File: src/rtl/atrw_pkg.sv
`timescale 1ns / 1ps
`default_nettype none

package atrw_pkg;

  localparam int FIELD_W = 32;
  localparam int CFG_W   = 8;

  localparam logic [CFG_W-1:0] PERIOD_RESET = 8'd14;

  typedef struct packed {
    logic busy;
    logic done;
  } atrw_unit_stat_t;

endpackage

`default_nettype wire

File: src/rtl/atrw_mul.sv
`timescale 1ns / 1ps
`default_nettype none

module atrw_mul import atrw_pkg::*; #(
  parameter int A_W = 32,
  parameter int B_W = 8
) (
  input  wire logic                 clk,
  input  wire logic                 rst,
  input  wire logic                 go,
  input  wire logic [A_W-1:0]       a_in,
  input  wire logic [B_W-1:0]       b_in,
  output atrw_unit_stat_t           stat,
  output logic      [A_W+B_W-1:0]   prod
);

  localparam int P_W   = A_W + B_W;
  localparam int CNT_W = $clog2(B_W + 1);

  logic [A_W-1:0]   a;
  logic [B_W-1:0]   b;
  logic [CNT_W-1:0] cnt;
  logic             busy;
  logic             done;

  assign stat = '{busy: busy, done: done};

  always_ff @(posedge clk) begin
    if (rst) begin
      busy <= 1'b0;
      done <= 1'b0;
    end else begin
      if (go) begin
        a    <= a_in;
        b    <= b_in;
        prod <= '0;
        cnt  <= CNT_W'(B_W);
        busy <= 1'b1;
        done <= 1'b0;
      end else if (busy) begin
        // one multiplier bit per cycle, MSB first
        prod <= {prod[P_W-2:0], 1'b0} + (b[B_W-1] ? P_W'(a) : '0);
        b    <= {b[B_W-2:0], 1'b0};
        cnt  <= cnt - CNT_W'(1);
        busy <= (cnt != CNT_W'(1));
        done <= (cnt == CNT_W'(1));
      end else begin
        done <= 1'b0;
      end
    end
  end

endmodule

`default_nettype wire

File: src/rtl/atrw_div.sv
`timescale 1ns / 1ps
`default_nettype none

module atrw_div import atrw_pkg::*; #(
  parameter int N_W = 40,
  parameter int D_W = 8,
  parameter int Q_W = 32
) (
  input  wire logic             clk,
  input  wire logic             rst,
  input  wire logic             go,
  input  wire logic [N_W-1:0]   num,
  input  wire logic [D_W-1:0]   den,
  output atrw_unit_stat_t       stat,
  output logic      [Q_W-1:0]   quot
);

  localparam int CNT_W = $clog2(N_W + 1);

  logic [N_W-1:0]   dvd;
  logic [D_W-1:0]   dsr;
  logic [D_W-1:0]   rem;
  logic [CNT_W-1:0] cnt;
  logic             busy;
  logic             done;
  logic [D_W:0]     rem_sh;
  logic             ge;

  assign stat   = '{busy: busy, done: done};
  assign rem_sh = {rem, dvd[N_W-1]};
  assign ge     = rem_sh >= {1'b0, dsr};

  always_ff @(posedge clk) begin
    if (rst) begin
      busy <= 1'b0;
      done <= 1'b0;
    end else begin
      if (go) begin
        dvd  <= num;
        dsr  <= den;
        rem  <= '0;
        quot <= '0;
        cnt  <= CNT_W'(N_W);
        busy <= 1'b1;
        done <= 1'b0;
      end else if (busy) begin
        // restoring step: one quotient bit per cycle
        rem  <= ge ? D_W'(rem_sh - {1'b0, dsr}) : rem_sh[D_W-1:0];
        dvd  <= {dvd[N_W-2:0], 1'b0};
        quot <= {quot[Q_W-2:0], ge};
        cnt  <= cnt - CNT_W'(1);
        busy <= (cnt != CNT_W'(1));
        done <= (cnt == CNT_W'(1));
      end else begin
        done <= 1'b0;
      end
    end
  end

endmodule

`default_nettype wire

File: src/rtl/average_true_range_wilder_core.sv
// Wilder average true range over a stream of price bars. One transaction on
// the slave side carries one bar (high, low, close in unsigned Q16.16 and a
// series start flag); the block answers with exactly one transaction on the
// master side carrying the current ATR, the bar's true range and a flag that
// is set once smoothing_period bars of the series have arrived. Until then
// the ATR output is the truncated mean of the ranges seen so far. Bars are
// processed one at a time: after the true range is formed in the S_DIFF and
// S_MAX states, the running sum (or, once valid, atr*(period-1)+tr formed by
// a bit-serial multiplier) is divided by a restoring divider that retires
// one quotient bit per cycle. The block is ready for the next bar in the
// same cycle as the result appears. A finished result waits in the output
// register while the next bar is taken in. The period register is written
// only while no bar is in flight.
`timescale 1ns / 1ps
`default_nettype none

module average_true_range_wilder_core import atrw_pkg::*; #(
  parameter int PRICE_WIDTH = 32,
  parameter int PERIOD_MAX  = 255
) (
  input  wire logic         clk,
  input  wire logic         rst,
  input  wire logic         s_axis_tvalid,
  output logic              s_axis_tready,
  input  wire logic [95:0]  s_axis_tdata,  // bar_high, bar_low, bar_close
  input  wire logic         s_axis_tuser,  // series_start
  output logic              m_axis_tvalid,
  input  wire logic         m_axis_tready,
  output logic      [63:0]  m_axis_tdata,  // atr_value, bar_true_range
  output logic              m_axis_tuser,  // atr_valid
  input  wire logic         cfg_valid,
  output logic              cfg_ready,
  input  wire logic [7:0]   cfg_data       // smoothing_period
);

  localparam int PW    = PRICE_WIDTH;
  localparam int CW    = $clog2(PERIOD_MAX + 1);
  localparam int CMP_W = (CW > CFG_W) ? CW : CFG_W;
  localparam int AW    = PW + CW;

  typedef enum logic [2:0] {
    S_IDLE,
    S_DIFF,
    S_MAX,
    S_MUL,
    S_DIV,
    S_OUT
  } state_t;

  state_t          state;
  logic [CFG_W-1:0] period_reg;
  logic [PW-1:0]   bar_high;
  logic [PW-1:0]   bar_low;
  logic [PW-1:0]   bar_close;
  logic            start;
  logic [PW-1:0]   prior_close;
  logic [PW-1:0]   d_hl;
  logic [PW-1:0]   d_a;
  logic [PW-1:0]   d_b;
  logic [PW-1:0]   tr;
  logic [CW-1:0]   bars_seen;
  logic [AW-1:0]   acc;
  logic            smoothing;
  logic            mul_go;
  logic            div_go;
  logic [AW-1:0]   num;
  logic [CW-1:0]   den;

  logic [CMP_W-1:0] period_wide;
  logic [CW-1:0]    period_eff;
  logic [PW-1:0]    tr_cand;
  logic [CW-1:0]    seen_eff;
  logic [CW-1:0]    seen_new;
  logic [AW-1:0]    acc_base;
  logic             smooth_eff;

  atrw_unit_stat_t  mul_stat;
  atrw_unit_stat_t  div_stat;
  logic [AW-1:0]    mul_prod;
  logic [PW-1:0]    div_quot;

  function automatic logic [PW-1:0] abs_diff(input logic [PW-1:0] x, input logic [PW-1:0] y);
    return (x >= y) ? x - y : y - x;
  endfunction

  assign cfg_ready     = (state == S_IDLE) && !mul_stat.busy && !div_stat.busy;
  assign s_axis_tready = (state == S_IDLE);

  always_comb begin
    period_wide = (period_reg == '0) ? CMP_W'(1) : CMP_W'(period_reg);
    if (period_wide > CMP_W'(PERIOD_MAX)) begin
      period_wide = CMP_W'(PERIOD_MAX);
    end
    period_eff = CW'(period_wide);
  end

  always_comb begin
    tr_cand = d_hl;
    if (!start) begin
      if (d_a > tr_cand) tr_cand = d_a;
      if (d_b > tr_cand) tr_cand = d_b;
    end
    seen_eff   = start ? '0 : bars_seen;
    seen_new   = (seen_eff < CW'(PERIOD_MAX)) ? seen_eff + CW'(1) : seen_eff;
    acc_base   = start ? '0 : acc;
    smooth_eff = start ? 1'b0 : smoothing;
  end

  atrw_mul #(
    .A_W (PW),
    .B_W (CW)
  ) u_mul (
    .clk  (clk),
    .rst  (rst),
    .go   (mul_go),
    .a_in (acc[PW-1:0]),
    .b_in (period_eff - CW'(1)),
    .stat (mul_stat),
    .prod (mul_prod)
  );

  atrw_div #(
    .N_W (AW),
    .D_W (CW),
    .Q_W (PW)
  ) u_div (
    .clk  (clk),
    .rst  (rst),
    .go   (div_go),
    .num  (num),
    .den  (den),
    .stat (div_stat),
    .quot (div_quot)
  );

  always_ff @(posedge clk) begin
    if (rst) begin
      state          <= S_IDLE;
      period_reg     <= PERIOD_RESET;
      prior_close    <= '0;
      bars_seen      <= '0;
      acc            <= '0;
      smoothing      <= 1'b0;
      mul_go         <= 1'b0;
      div_go         <= 1'b0;
      m_axis_tvalid  <= 1'b0;
    end else begin
      mul_go <= (state == S_MAX) && smooth_eff;
      div_go <= ((state == S_MAX) && !smooth_eff) || ((state == S_MUL) && mul_stat.done);
      if (cfg_valid && cfg_ready) begin
        period_reg <= cfg_data;
      end
      if ((state == S_OUT) && (!m_axis_tvalid || m_axis_tready)) begin
        m_axis_tvalid <= 1'b1;
      end else if (m_axis_tvalid && m_axis_tready) begin
        m_axis_tvalid <= 1'b0;
      end
      case (state)
        S_IDLE: begin
          if (s_axis_tvalid) begin
            bar_high  <= PW'(s_axis_tdata[31:0]);
            bar_low   <= PW'(s_axis_tdata[63:32]);
            bar_close <= PW'(s_axis_tdata[95:64]);
            start     <= s_axis_tuser || (bars_seen == '0);
            state     <= S_DIFF;
          end
        end
        S_DIFF: begin
          d_hl        <= (bar_high >= bar_low) ? bar_high - bar_low : '0;
          d_a         <= abs_diff(bar_high, prior_close);
          d_b         <= abs_diff(bar_low, prior_close);
          prior_close <= bar_close;
          state       <= S_MAX;
        end
        S_MAX: begin
          tr        <= tr_cand;
          bars_seen <= seen_new;
          smoothing <= smooth_eff;
          if (smooth_eff) begin
            state <= S_MUL;
          end else begin
            acc   <= acc_base + AW'(tr_cand);
            num   <= acc_base + AW'(tr_cand);
            den   <= seen_new;
            state <= S_DIV;
          end
        end
        S_MUL: begin
          if (mul_stat.done) begin
            num   <= mul_prod + AW'(tr);
            den   <= period_eff;
            state <= S_DIV;
          end
        end
        S_DIV: begin
          if (div_stat.done) begin
            if (smoothing || (bars_seen >= period_eff)) begin
              smoothing <= 1'b1;
              acc       <= AW'(div_quot);
            end
            state <= S_OUT;
          end
        end
        S_OUT: begin
          if (!m_axis_tvalid || m_axis_tready) begin
            m_axis_tdata <= {FIELD_W'(tr), FIELD_W'(div_quot)};
            m_axis_tuser <= smoothing;
            state        <= S_IDLE;
          end
        end
        default: begin
          state <= S_IDLE;
        end
      endcase
    end
  end

endmodule

`default_nettype wire

File: config.mk
export PLATFORM = sky130hd
export DESIGN_NAME = average_true_range_wilder_core
export DESIGN_NICKNAME = d
export VERILOG_FILES = /design/src/rtl/atrw_pkg.sv /design/src/rtl/atrw_mul.sv /design/src/rtl/atrw_div.sv /design/src/rtl/average_true_range_wilder_core.sv
export SDC_FILE = /design/constraint.sdc
export NUM_CORES = 2
export LEC_CHECK = 0
export BUFFER_PORTS_ARGS = -buffer_cell sky130_fd_sc_hd__buf_4
export CAP_MARGIN = 40
export CORE_MARGIN = 1
export CORE_UTILIZATION = 45
export CTS_BUF_LIST = sky130_fd_sc_hd__clkbuf_8
export DETAILED_ROUTE_END_ITERATION = 8
export PLACE_DENSITY = 0.6
export SYNTH_ARGS = -nofsm -noshare
export SYNTH_HDL_FRONTEND = slang
export SYNTH_HIERARCHICAL = 1
export SYNTH_SLANG_ARGS = --single-unit
File: constraint.sdc
create_clock -name clk -period 9.02 [get_ports clk]
set_input_delay 0.451 -clock clk [delete_from_list [all_inputs] [get_ports clk]]
set_output_delay 0.451 -clock clk [all_outputs]
set_load 0.02 [all_outputs]
==> impl_summary.log <==
INFO  metric synth_area = 39400 um2
INFO  metric path_common_cell = a21o_1
INFO  metric synthMuxAreaShare = 3.46%
INFO  metric max_cap_viol_count = 0
INFO  metric route.detailed.drc = 0
INFO  metric design.die.area = 88700 um2
INFO  metric gpl.final_weighted_congestion = 0.914
INFO  metric grt_start_max_net_pins = 73
INFO  metric syn2layout_area_growth = 14.4%
INFO  metric drt-vias-per-instance = 5.65
INFO  metric power-per-cell-area = 207 nW/um2
INFO  metric final_core_utilization = 51.9%
INFO  metric initial_utilization = 45.4%
INFO  metric synth-compound-area-share = 18.7%
INFO  metric initialDrtViolationCount = 2405
INFO  metric number_of_antenna_violations_at_the_first_check_in_global_routing = 1
INFO  metric post_synth_fa_ha_maj_area_fraction = 11.2%
INFO  metric final.setup.tns = 0 ns
INFO  metric reg2reg_from = d_hl[5]
INFO  metric timing_worst_slew_pin_value = 0.911 ns
INFO  metric timing.hold.worst.start = rst
INFO  metric layout_cell_share_with_drive_strength_beyond_1 = 12.5%
INFO  metric core = 86800 um2
INFO  metric cts_made_buffers = 105
INFO  metric timing.hold.worst_endpoint = div_go
INFO  metric worst_skew_pair.late_latency = 0.75 ns
INFO  metric post_synth_inst_count = 3929
INFO  metric post_synth_and_or_nand_nor_area_fraction = 13.9%
INFO  metric power_frac_comb = 32.6%
INFO  metric synth_top_family_by_area = compound AO/OA/AOI/OAI gates
INFO  metric clock_tree.buffer_depth = 3
INFO  metric synth-async-reset-ratio = 0%
INFO  metric wl_per_cell = 20.6 um
INFO  metric yosysUniqueCellTypes = 114
INFO  metric worstPathArrival = 8.32 ns
INFO  metric p_sw_share = 35.5%
INFO  metric static-leakage-power = 18.2 nW
INFO  metric critPathLaunchType = flip-flop
INFO  metric min_period_over_period = 87.3%
INFO  metric maxSlewViolCount = 0
INFO  metric min_setup_slack_post_route = 1.15 ns
INFO  metric filler_cell_count = 7938
INFO  metric grt_pass1_vias = 29600
INFO  metric power_switching = 0.00331 W
INFO  metric die_height = 298 um
INFO  metric postCtsResizedCells = 0
INFO  metric dp_slack = 1.21 ns
INFO  metric postSynth.topFlopCell = edfxtp_1
INFO  metric critical_path_rt = 9.47 ns
INFO  metric drt-total-wl = 112 mm
INFO  metric worst_hold_path.num_cells = 2
INFO  metric rsz0062_at_grt = false
INFO  metric synth_commonest_cells = 516 x edfxtp_1, 368 x a21oi_1, 339 x ha_1, 338 x nand2_1, 268 x nor2_1
INFO  metric placementRows = 108
INFO  metric total_number_of_vias = 30700
INFO  metric io_pins = 178
INFO  metric worst_case_clock_skew = 0.0436 ns
INFO  metric regToRegEndpoint = num[28]
INFO  metric clk_pin_slew_worst_paths = 0.06 ns
INFO  metric gr-total-overflow = 0
INFO  metric final_net_count = 4641
INFO  metric synth_xor_area_share = 4.23%
INFO  metric post_synth.cell_area_avg = 10.0 um2
INFO  metric power.sequential.fraction = 39.3%
INFO  metric place_hpwl = 84.6 mm
INFO  metric number_of_sinks_on_the_clock_net = 615
INFO  metric synth.area.top_cells = edfxtp_1 39%, ha_1 11%, dfxtp_1 5.0%
INFO  metric hold_violations = 0
INFO  metric synth.yosys.seq_area_share = 44.4%
INFO  metric count_of_nets_left_with_antenna_violations_after_detail_routing = 0
INFO  metric p_total = 0.00931 W
INFO  metric most_used_standard_cell_by_instance_count_after_synthesis = edfxtp_1
INFO  metric status = complete, no violations
INFO  metric clock_power_share = 28.1%
INFO  metric worst_path_max_delay_cell = a21oi_2
INFO  metric root_buffer = clkbuf_8
INFO  metric tritoncts = done
INFO  metric synth_enable_flop_cells = 516
INFO  metric die_w = 298 um
INFO  metric netlist.top_cell.by_area = edfxtp_1
INFO  metric max-slew-margin-rel = 38.6%
INFO  metric grt_usage = 24.7%
INFO  metric power_report.internal_total = 0.00601 W
INFO  metric critical_path.max_fanout = 24
INFO  metric synth-warning-count = 6
INFO  metric regToRegSetupSlack = 1.15 ns
INFO  metric io_buffers = 177
INFO  metric max_freq = 127 MHz
INFO  metric synth-seq-cells = 615
INFO  metric max_reg_flops = 64
INFO  metric cp-end-kind = flip-flop
INFO  metric regMostFlops = m_axis_tdata
INFO  metric criticalPathCategory = flip-flop to flip-flop
INFO  metric hold_ws = 0.0832 ns
INFO  metric cp_slowest_stage_delay = 0.51 ns
INFO  metric rr_worst_depth = 30
INFO  metric vdd.ir_drop.worst = 0.135 mV
INFO  metric drt_first_pass_iters = 5
INFO  metric hp-class = input port to flip-flop
INFO  metric synth_top_area_share = 39.3%
INFO  metric postSynthNetCount = 4387
INFO  metric setup_viol = 0
INFO  metric grt_first_pass_wirelength = 171 mm
INFO  metric post-cts-setup-buffers = 0
INFO  metric clock_tree.htree_level_count = 3
INFO  metric finalCriticalPeriod = 7.87 ns
how the worst max path moves through the flow:
stage                     startpoint      end  cells after the start
final                        d_hl[5]  num[28]                     30
after global routing        d_hl[29]  num[28]                     30
after CTS                   d_hl[29]  num[28]                     30
after detailed placement    d_hl[29]  num[28]                     30
after global placement      d_hl[29]  num[31]                     30
after floorplan              d_hl[5]  num[28]                     30
stage by stage:
stage,cell area (um2),cells
after floorplan,39400,3929
after global placement,41800,5123
after detailed placement,41800,5125
after CTS,45000,5428
after global routing,45000,5429
final,45000,5429
area by class of cell:
class	instances	area, um2	share of cell area, %
Clock buffer	120	1650	3.67
Timing Repair Buffer	321	2700	6.00
Multi-Input combinational cell	2917	20400	45.3
Antenna cell	1	2.50	0.00556
Sequential cell	615	17500	38.8
Inverter	223	837	1.86
Tap cell	1155	1450	3.21
Clock inverter	77	533	1.18
worst max-delay path: cells and delay by family (launching register included):
family,cells,cell delay [ns]
AO/OA/AOI/OAI,20,4.88
XOR/XNOR,1,0.25
adder cells (fa/ha/maj),3,0.97
buffers and inverters,3,0.69
flip-flops,1,0.38
multiplexers,1,0.27
AND/OR/NAND/NOR,2,0.14
logic make-up (layout without fill, tap and decap cells):
logic type,Yosys count,after routing
compound gates,1134,1134
xor+xnor,190,190
fa+ha+maj,348,348
buf+inv,397,741
flops,615,615
mux,128,128
other cells,0,1
simple gates,1117,1117
metal layers:
layer  vias up  global-route usage [%]  share of wire (%)
li1      15000                       -                  -
met1     14600                    34.8                 46
met2       908                    39.3                 45
met3       177                    2.92                5.1
met4         0                    8.73                3.2
met5         -                       0                  0
power by group through the flow:
| stage | registers [W] | logic, W | clock network [W] |
|---|---|---|---|
| final | 0.00366 | 0.00304 | 0.00262 |
| after floorplan | 0.00362 | 0.00210 | 0 |
| after global routing | 0.00368 | 0.00331 | 0.00280 |
| after CTS | 0.00366 | 0.00300 | 0.00268 |
| after detailed placement | 0.00371 | 0.00295 | 0 |
| after global placement | 0.00371 | 0.00293 | 0 |
what timing repair did:
item | CTS | global route
endpoints found under the setup margin | 0 | 0
hold buffers | 106 | 0
hold endpoints to repair | 106 | 0
placed cells by master (no fill, tap or decap), types with 11 or more instances in the layout:
master	n
mux2i_1	70
nor2b_1	111
dlygate4sd3_1	106
clkinv_2	17
nand2b_1	30
o31ai_1	14
o21bai_1	32
and3_1	32
buf_4	212
and2_1	48
o21a_1	44
a21oi_1	365
o22ai_1	37
clkbuf_8	120
nand3_1	64
a311oi_1	20
or2_2	36
dfxtp_1	97
or3_1	14
and4_1	13
edfxtp_1	516
a211oi_1	34
a31oi_1	43
nor3_1	47
nand2_1	338
o211ai_1	31
nand4_1	48
clkinv_1	11
a21o_1	154
ha_1	339
nor4_1	17
o21ai_0	199
inv_1	258
xor2_1	69
mux2_2	52
nor2_1	262
xnor2_1	121
(Power assumes the default switching activity.)
